## src/mhs_pkg.sv

```systemverilog
// shared types, constants and sequencing tables for the hooke stress update unit
`timescale 1ns / 1ps
package mhs_pkg;

  localparam int NUM_POINTS      = 1024;
  localparam int NODES_PER_POINT = 8;
  localparam int PT_W            = 10;
  localparam int PT_AW           = $clog2(NUM_POINTS);
  localparam int RAM_AW          = PT_AW + 3;
  localparam int RAM_DEPTH       = 2 ** RAM_AW;
  localparam int NC_W            = (NODES_PER_POINT > 1) ? $clog2(NODES_PER_POINT) : 1;
  localparam int CFG_W           = 31;
  localparam int CFG_IDX_W       = 3;
  localparam int DIV_W           = 48;
  localparam int NODE_STEPS      = 27;
  localparam int FIN_STEPS       = 25;
  localparam int IN_W            = 240;
  localparam int OUT_W           = 208;

  localparam logic [CFG_IDX_W-1:0] REG_NORMAL = 3'd0;
  localparam logic [CFG_IDX_W-1:0] REG_CROSS  = 3'd1;
  localparam logic [CFG_IDX_W-1:0] REG_SHEAR  = 3'd2;
  localparam logic [CFG_IDX_W-1:0] REG_DT     = 3'd3;
  localparam logic [CFG_IDX_W-1:0] REG_THRESH = 3'd4;

  // stiffness selectors
  localparam logic [2:0] K_N = 3'd0;
  localparam logic [2:0] K_C = 3'd1;
  localparam logic [2:0] K_S = 3'd2;

  typedef enum logic [1:0] {
    MK_NONE = 2'd0,
    MK_VG   = 2'd1,
    MK_RDT  = 2'd2,
    MK_KE   = 2'd3
  } mul_kind_t;

  typedef enum logic [3:0] {
    ACT_NONE     = 4'd0,
    ACT_RATE_N   = 4'd1,
    ACT_P1       = 4'd2,
    ACT_RATE_S   = 4'd3,
    ACT_ACC      = 4'd4,
    ACT_STRAIN   = 4'd5,
    ACT_KE_FIRST = 4'd6,
    ACT_KE_ADD   = 4'd7,
    ACT_KE_LAST  = 4'd8,
    ACT_KE_ONLY  = 4'd9
  } act_t;

  typedef struct packed {
    logic              load;
    logic              div_start;
    logic              div_step;
    logic              div_end;
    logic [1:0]        vidx;
    mul_kind_t         mk;
    logic [2:0]        a_idx;
    logic [2:0]        b_idx;
    act_t              act;
    logic [2:0]        k;
    logic              ram_rd;
    logic              clr_wr;
    logic [RAM_AW-1:0] clr_addr;
    logic              put;
  } dp_cmd_t;

  typedef struct packed {
    logic mass_ok;
    logic last_node;
    logic out_full;
  } dp_stat_t;

  typedef struct packed {
    mul_kind_t  mk;
    logic [2:0] a_idx;
    logic [2:0] b_idx;
    act_t       act;
    logic [2:0] k;
    logic       ram_rd;
  } step_t;

  function automatic step_t mk_step(mul_kind_t mk, logic [2:0] a, logic [2:0] b,
                                    act_t act, logic [2:0] k, logic rd);
    step_t s;
    s.mk = mk; s.a_idx = a; s.b_idx = b; s.act = act; s.k = k; s.ram_rd = rd;
    return s;
  endfunction

  // per-node sequence: velocity-gradient products, rates, time-step scaling
  function automatic step_t node_step(logic [4:0] n);
    step_t s;
    s = mk_step(MK_NONE, 3'd0, 3'd0, ACT_NONE, 3'd0, 1'b0);
    unique case (n)
      5'd0:  s = mk_step(MK_VG,   3'd0, 3'd0, ACT_NONE,   3'd0, 1'b0);
      5'd1:  s = mk_step(MK_NONE, 3'd0, 3'd0, ACT_RATE_N, 3'd0, 1'b0);
      5'd2:  s = mk_step(MK_RDT,  3'd0, 3'd0, ACT_NONE,   3'd0, 1'b0);
      5'd3:  s = mk_step(MK_NONE, 3'd0, 3'd0, ACT_ACC,    3'd0, 1'b0);
      5'd4:  s = mk_step(MK_VG,   3'd1, 3'd1, ACT_NONE,   3'd1, 1'b0);
      5'd5:  s = mk_step(MK_NONE, 3'd0, 3'd0, ACT_RATE_N, 3'd1, 1'b0);
      5'd6:  s = mk_step(MK_RDT,  3'd0, 3'd0, ACT_NONE,   3'd1, 1'b0);
      5'd7:  s = mk_step(MK_NONE, 3'd0, 3'd0, ACT_ACC,    3'd1, 1'b0);
      5'd8:  s = mk_step(MK_VG,   3'd2, 3'd2, ACT_NONE,   3'd2, 1'b0);
      5'd9:  s = mk_step(MK_NONE, 3'd0, 3'd0, ACT_RATE_N, 3'd2, 1'b0);
      5'd10: s = mk_step(MK_RDT,  3'd0, 3'd0, ACT_NONE,   3'd2, 1'b0);
      5'd11: s = mk_step(MK_NONE, 3'd0, 3'd0, ACT_ACC,    3'd2, 1'b0);
      5'd12: s = mk_step(MK_VG,   3'd0, 3'd1, ACT_NONE,   3'd3, 1'b0);
      5'd13: s = mk_step(MK_VG,   3'd1, 3'd0, ACT_P1,     3'd3, 1'b0);
      5'd14: s = mk_step(MK_NONE, 3'd0, 3'd0, ACT_RATE_S, 3'd3, 1'b0);
      5'd15: s = mk_step(MK_RDT,  3'd0, 3'd0, ACT_NONE,   3'd3, 1'b0);
      5'd16: s = mk_step(MK_NONE, 3'd0, 3'd0, ACT_ACC,    3'd3, 1'b0);
      5'd17: s = mk_step(MK_VG,   3'd1, 3'd2, ACT_NONE,   3'd4, 1'b0);
      5'd18: s = mk_step(MK_VG,   3'd2, 3'd1, ACT_P1,     3'd4, 1'b0);
      5'd19: s = mk_step(MK_NONE, 3'd0, 3'd0, ACT_RATE_S, 3'd4, 1'b0);
      5'd20: s = mk_step(MK_RDT,  3'd0, 3'd0, ACT_NONE,   3'd4, 1'b0);
      5'd21: s = mk_step(MK_NONE, 3'd0, 3'd0, ACT_ACC,    3'd4, 1'b0);
      5'd22: s = mk_step(MK_VG,   3'd2, 3'd0, ACT_NONE,   3'd5, 1'b0);
      5'd23: s = mk_step(MK_VG,   3'd0, 3'd2, ACT_P1,     3'd5, 1'b0);
      5'd24: s = mk_step(MK_NONE, 3'd0, 3'd0, ACT_RATE_S, 3'd5, 1'b0);
      5'd25: s = mk_step(MK_RDT,  3'd0, 3'd0, ACT_NONE,   3'd5, 1'b0);
      5'd26: s = mk_step(MK_NONE, 3'd0, 3'd0, ACT_ACC,    3'd5, 1'b0);
      default: s = mk_step(MK_NONE, 3'd0, 3'd0, ACT_NONE, 3'd0, 1'b0);
    endcase
    return s;
  endfunction

  // point completion: strain read-modify-write, then stress products
  function automatic step_t fin_step(logic [4:0] n);
    step_t s;
    s = mk_step(MK_NONE, 3'd0, 3'd0, ACT_NONE, 3'd0, 1'b0);
    if (n < 5'd12) begin
      if (n[0]) s = mk_step(MK_NONE, 3'd0, 3'd0, ACT_STRAIN, n[3:1], 1'b0);
      else      s = mk_step(MK_NONE, 3'd0, 3'd0, ACT_NONE,   n[3:1], 1'b1);
    end else begin
      unique case (n)
        5'd12: s = mk_step(MK_KE,   K_N, 3'd0, ACT_NONE,     3'd0, 1'b0);
        5'd13: s = mk_step(MK_KE,   K_C, 3'd1, ACT_KE_FIRST, 3'd0, 1'b0);
        5'd14: s = mk_step(MK_KE,   K_C, 3'd2, ACT_KE_ADD,   3'd0, 1'b0);
        5'd15: s = mk_step(MK_KE,   K_N, 3'd1, ACT_KE_LAST,  3'd0, 1'b0);
        5'd16: s = mk_step(MK_KE,   K_C, 3'd0, ACT_KE_FIRST, 3'd1, 1'b0);
        5'd17: s = mk_step(MK_KE,   K_C, 3'd2, ACT_KE_ADD,   3'd1, 1'b0);
        5'd18: s = mk_step(MK_KE,   K_N, 3'd2, ACT_KE_LAST,  3'd1, 1'b0);
        5'd19: s = mk_step(MK_KE,   K_C, 3'd0, ACT_KE_FIRST, 3'd2, 1'b0);
        5'd20: s = mk_step(MK_KE,   K_C, 3'd1, ACT_KE_ADD,   3'd2, 1'b0);
        5'd21: s = mk_step(MK_KE,   K_S, 3'd3, ACT_KE_LAST,  3'd2, 1'b0);
        5'd22: s = mk_step(MK_KE,   K_S, 3'd4, ACT_KE_ONLY,  3'd3, 1'b0);
        5'd23: s = mk_step(MK_KE,   K_S, 3'd5, ACT_KE_ONLY,  3'd4, 1'b0);
        5'd24: s = mk_step(MK_NONE, 3'd0, 3'd0, ACT_KE_ONLY, 3'd5, 1'b0);
        default: s = mk_step(MK_NONE, 3'd0, 3'd0, ACT_NONE, 3'd0, 1'b0);
      endcase
    end
    return s;
  endfunction

  function automatic logic signed [31:0] sat32(logic signed [65:0] x);
    logic signed [31:0] r;
    if (x > 66'sd2147483647)       r = 32'sh7fffffff;
    else if (x < -66'sd2147483648) r = 32'sh80000000;
    else                           r = x[31:0];
    return r;
  endfunction

endpackage

```

## src/mhs_ctrl.sv

```systemverilog
// controller: clearing pass, node sequencing, divider and point completion
`timescale 1ns / 1ps
module mhs_ctrl import mhs_pkg::*; (
  input  logic     clk,
  input  logic     rst,
  input  logic     in_valid,
  output logic     in_ready,
  input  dp_stat_t stat,
  output dp_cmd_t  cmd
);

  typedef enum logic [7:0] {
    ST_CLEAR  = 8'b0000_0001,
    ST_IDLE   = 8'b0000_0010,
    ST_DECIDE = 8'b0000_0100,
    ST_DIV    = 8'b0000_1000,
    ST_NODE   = 8'b0001_0000,
    ST_COUNT  = 8'b0010_0000,
    ST_FIN    = 8'b0100_0000,
    ST_PUT    = 8'b1000_0000
  } state_t;

  state_t            state, state_next;
  logic [5:0]        cnt, cnt_next;
  logic [1:0]        vidx, vidx_next;
  logic [NC_W-1:0]   nodes, nodes_next;
  logic [RAM_AW-1:0] clr_addr, clr_addr_next;
  step_t             st;

  assign in_ready = (state == ST_IDLE);

  always_comb begin
    state_next    = state;
    cnt_next      = cnt;
    vidx_next     = vidx;
    nodes_next    = nodes;
    clr_addr_next = clr_addr;
    cmd           = '0;
    cmd.mk        = MK_NONE;
    cmd.act       = ACT_NONE;
    cmd.vidx      = vidx;
    cmd.clr_addr  = clr_addr;
    st            = mk_step(MK_NONE, 3'd0, 3'd0, ACT_NONE, 3'd0, 1'b0);
    if (state == ST_NODE) st = node_step(cnt[4:0]);
    if (state == ST_FIN)  st = fin_step(cnt[4:0]);
    cmd.mk     = st.mk;
    cmd.a_idx  = st.a_idx;
    cmd.b_idx  = st.b_idx;
    cmd.act    = st.act;
    cmd.k      = st.k;
    cmd.ram_rd = st.ram_rd;
    unique case (state)
      ST_CLEAR: begin
        cmd.clr_wr    = 1'b1;
        clr_addr_next = clr_addr + 1'b1;
        if (&clr_addr) state_next = ST_IDLE;
      end
      ST_IDLE: begin
        if (in_valid) begin
          cmd.load   = 1'b1;
          state_next = ST_DECIDE;
        end
      end
      ST_DECIDE: begin
        cnt_next   = '0;
        vidx_next  = '0;
        state_next = stat.mass_ok ? ST_DIV : ST_COUNT;
      end
      ST_DIV: begin
        cnt_next = cnt + 1'b1;
        if (cnt == 6'd0) begin
          cmd.div_start = 1'b1;
        end else if (cnt == 6'(DIV_W + 1)) begin
          cmd.div_end = 1'b1;
          cnt_next    = '0;
          vidx_next   = vidx + 1'b1;
          if (vidx == 2'd2) state_next = ST_NODE;
        end else begin
          cmd.div_step = 1'b1;
        end
      end
      ST_NODE: begin
        cnt_next = cnt + 1'b1;
        if (cnt == 6'(NODE_STEPS - 1)) state_next = ST_COUNT;
      end
      ST_COUNT: begin
        cnt_next = '0;
        // a point closes on its mark or on its last permitted node
        if (stat.last_node || nodes == NC_W'(NODES_PER_POINT - 1)) begin
          nodes_next = '0;
          state_next = ST_FIN;
        end else begin
          nodes_next = nodes + 1'b1;
          state_next = ST_IDLE;
        end
      end
      ST_FIN: begin
        cnt_next = cnt + 1'b1;
        if (cnt == 6'(FIN_STEPS - 1)) state_next = ST_PUT;
      end
      ST_PUT: begin
        if (!stat.out_full) begin
          cmd.put    = 1'b1;
          state_next = ST_IDLE;
        end
      end
      default: state_next = ST_CLEAR;
    endcase
  end

  always_ff @(posedge clk) begin
    if (rst) begin
      state    <= ST_CLEAR;
      cnt      <= '0;
      vidx     <= '0;
      nodes    <= '0;
      clr_addr <= '0;
    end else begin
      state    <= state_next;
      cnt      <= cnt_next;
      vidx     <= vidx_next;
      nodes    <= nodes_next;
      clr_addr <= clr_addr_next;
    end
  end

endmodule

```

## config.mk

```make
export PLATFORM = sky130hd
export DESIGN_NAME = mhs_ctrl
export DESIGN_NICKNAME = d
export VERILOG_FILES = /design/src/mhs_pkg.sv /design/src/mhs_ctrl.sv
export SDC_FILE = /design/constraint.sdc
export NUM_CORES = 1
export LEC_CHECK = 0
export ABC_AREA = 1
export BUFFER_PORTS_ARGS = -buffer_cell sky130_fd_sc_hd__buf_2
export CAP_MARGIN = 10
export CORE_MARGIN = 3
export CORE_UTILIZATION = 35
export DETAILED_ROUTE_END_ITERATION = 10
export PLACE_DENSITY_LB_ADDON = 0.12
export SLEW_MARGIN = 25
export SYNTH_ARGS = -nofsm -noshare
export SYNTH_HDL_FRONTEND = slang
export SYNTH_SLANG_ARGS = --single-unit
```

## constraint.sdc

```tcl
create_clock -name clk -period 2.35 [get_ports clk]
set_input_delay 0.1175 -clock clk [delete_from_list [all_inputs] [get_ports clk]]
set_output_delay 0.1175 -clock clk [all_outputs]
set_load 0.005 [all_outputs]
```

==> run metrics <==
status=completed; Main synth FF type=dfxtp_1; Placer Congestion=between 0.9 and 1; Commonest cells post-synth=nand2_1, dfxtp_1, nor2_1; Post-Syn Nets=499; Final Slew Violations=0; final instance area=approximately 4000 um^2; drt initial violations=roughly 220; P per Cell Area=approximately 550 nW/um^2; Overall Global Routing Usage=approximately 16%; most frequent cell after synthesis=nand2_1; total power=about 2.2 mW; residual DRC count=0; Pre-antenna DRT Iters=4; hold wc startpoint=in_valid; Post-Syn Area=around 3300 um^2; IR drop worst, VDD=225 uV; vias per cell=about 4.8; Worst EP required=2.61 ns; pin count of the biggest net entering global routing=20; initial antenna violation count=0; final setup TNS=0 ns; Synth cell types=43; worst-case clock buffer depth=2; DIE AREA=about 11000 um^2; Post-Layout Cell Count=roughly 670; # rows=34; Crit Path Class=register to register; Post-synth EDFFs=0; R2R Setup Slk=between 0.1 and 0.15 ns; Antenna Cells=0; WHS=approximately 0.049 ns; HP Class=input pin to register; Num CTS Buffers=5; Core ar.=approximately 9000 um^2; slowest CP cell=dfxtp_1; Fmax=450 MHz; Startpoint Class=register; IO buf count=42; crit path cell chain=inv_1 > nor2_2 > nand2_1 > nor2_4 > nor2_4 > nand2_4 > nor2_4 > nand2_1 > nand3_4 > buf_4 > ha_2 > a21oi_2 > nand2_1 > nand2_1; final core utilization=between 40% and 50%; I/O Pins=44; Setup violations, final=0; Yosys reg bits=55; Seq/Total Area, Yosys=33.0%; antenna viol nets, final=0; Syn Area/Cell=approximately 7 um^2; post-synthesis instance total=~480; placed cell count=657; Worst Setup End Kind=register; Routed WL=between 8000 and 9000 um; most frequent CP cell=nand2_1; Area growth, synth to finish=20.4%; clock root buffer master=clkbuf_8; CTS tree=yes; die height=approximately 100 um; Final Hold Viols=0; Yosys warnings=0; H-tree Lvls=2; crit path DAT=2.48 ns; Tmin final=2.22 ns; relative slew slack=between 60% and 70%; Worst Skew=between 0.01 and 0.015 ns; layout cells sized above 1=26.7%; clk sinks=55; final worst setup slack=between 0.1 and 0.15 ns; gr ovfl total=0; max incr delay on CP=0.35 ns; vias=3220; Yosys top cell by area=dfxtp_1; Post-DP Area=about 3800 um^2; crit path launch=state[5]; worst reg2reg path startpoint=state[5]; Post-Place Worst Slack=between 0.09 and 0.1 ns; max cap viols=0; Worst Tran Pin Value=0.482 ns; Post-DP HPWL=6980 um; vias in the first global route=approximately 3000; initial core utilization=approximately 37%; Die Wd=~100 um; cell family with most CP delay=simple AND/OR/NAND/NOR gates; async set-or-reset flop fraction in the synthesized netlist=0%; drt wl/cell=around 13 um; Lkg Pwr=1.85 nW; Crit path buffers/inverters=2; first-pass GRT wire length=approximately 15000 um; share of the synthesized area in the top cell type=roughly a third; Post-layout nets=around 570; maximum fanout along the worst path=9; Area contributors post-synth=dfxtp_1, nand2_1, nor2_1, ha_1, nand3_1; crit share post-route=94.6%; Worst-path clk slew=between 0.1 and 0.15 ns; Clk Latency, worst-skew pair=0.31 ns
## layout by cell type, fill, tap and decap left out, types with 2 or more instances in the layout
| cell | instances |
|---|---|
| nor3_1 | 11 |
| nand2_1 | 128 |
| nand2_2 | 8 |
| o31ai_1 | 2 |
| dfxtp_2 | 5 |
| ha_2 | 5 |
| buf_2 | 42 |
| nand3b_1 | 2 |
| o311ai_0 | 2 |
| nor3_2 | 2 |
| nand3_2 | 3 |
| o21ai_0 | 22 |
| nand2_4 | 4 |
| dfxtp_1 | 49 |
| nor2_2 | 7 |
| nand3_4 | 4 |
| nor2_4 | 9 |
| o21ai_1 | 5 |
| inv_4 | 2 |
| nor2_1 | 48 |
| inv_1 | 44 |
| a21oi_2 | 4 |
| a21oi_1 | 16 |
| nand4_1 | 8 |
| xor2_1 | 3 |
| a31oi_1 | 2 |
| a22o_1 | 3 |
| o22ai_1 | 2 |
| nand3_1 | 35 |
| inv_2 | 10 |
| buf_4 | 26 |
| clkbuf_8 | 5 |
| ha_1 | 10 |
## power breakdown
group / leakage (nW) / switching (mW) / internal, mW
combinational: 1.35 / 0.357 / 0.248
clock: 0.0463 / 0.345 / 0.220
sequential: 0.446 / 0.0501 / 0.983
## timing repair
| action | CTS | global route |
|---|---|---|
| hold buffers | 0 | 0 |
| resized for setup | 0 | 24 |
| buffers inserted | 0 | 7 |
| hold endpoints to repair | 0 | 0 |
| setup endpoints to repair | 0 | 24 |
## worst reg2reg max path, cell delays in order (launching register included)
cell	delay (ns)
dfxtp_1	0.35
inv_1	0.10
nor2_2	0.05
nand2_1	0.10
nor2_4	0.05
nor2_4	0.20
nand2_4	0.10
nor2_4	0.16
nand2_1	0.11
nand3_4	0.11
buf_4	0.19
ha_2	0.30
a21oi_2	0.15
nand2_1	0.11
nand2_1	0.08
## final cells by class
type | count | area [um^2]
Fill cell | 970 | 4960
Multi-Input combinational cell | 357 | 2010
Sequential cell | 55 | 1110
Timing Repair Buffer | 69 | 417
Inverter | 57 | 219
Tap cell | 126 | 158
Clock buffer | 5 | 68.8
Clock inverter | 3 | 27.5
## cell families (layout without fill, tap and decap cells)
kind of cell / Yosys count / count (layout) / synth area share, %
simple gates: 275 / 275 / 41.1
fa+ha+maj: 15 / 15 / 5.63
flops: 55 / 55 / 33.0
xor+xnor: 3 / 3 / 0.788
compound gates: 63 / 63 / 11.2
other cells: 1 / 1 / 0.113
buf+inv: 66 / 134 / 8.15
## layer usage
layer / share of wire [%] / GRT usage, %
met1: 51 / 24.2
met2: 44 / 25.5
met3: 4.5 / 2.74
met4: 0.76 / 3.04
met5: 0 / 0
## worst paths after layout
check	to	depth (start not counted)
worst min register to register	clr_addr[7]	2
worst min-delay path	state[2]	3
worst max-delay path	register	14
worst max register to register	register	14
Power figures use the tool's default switching activity.
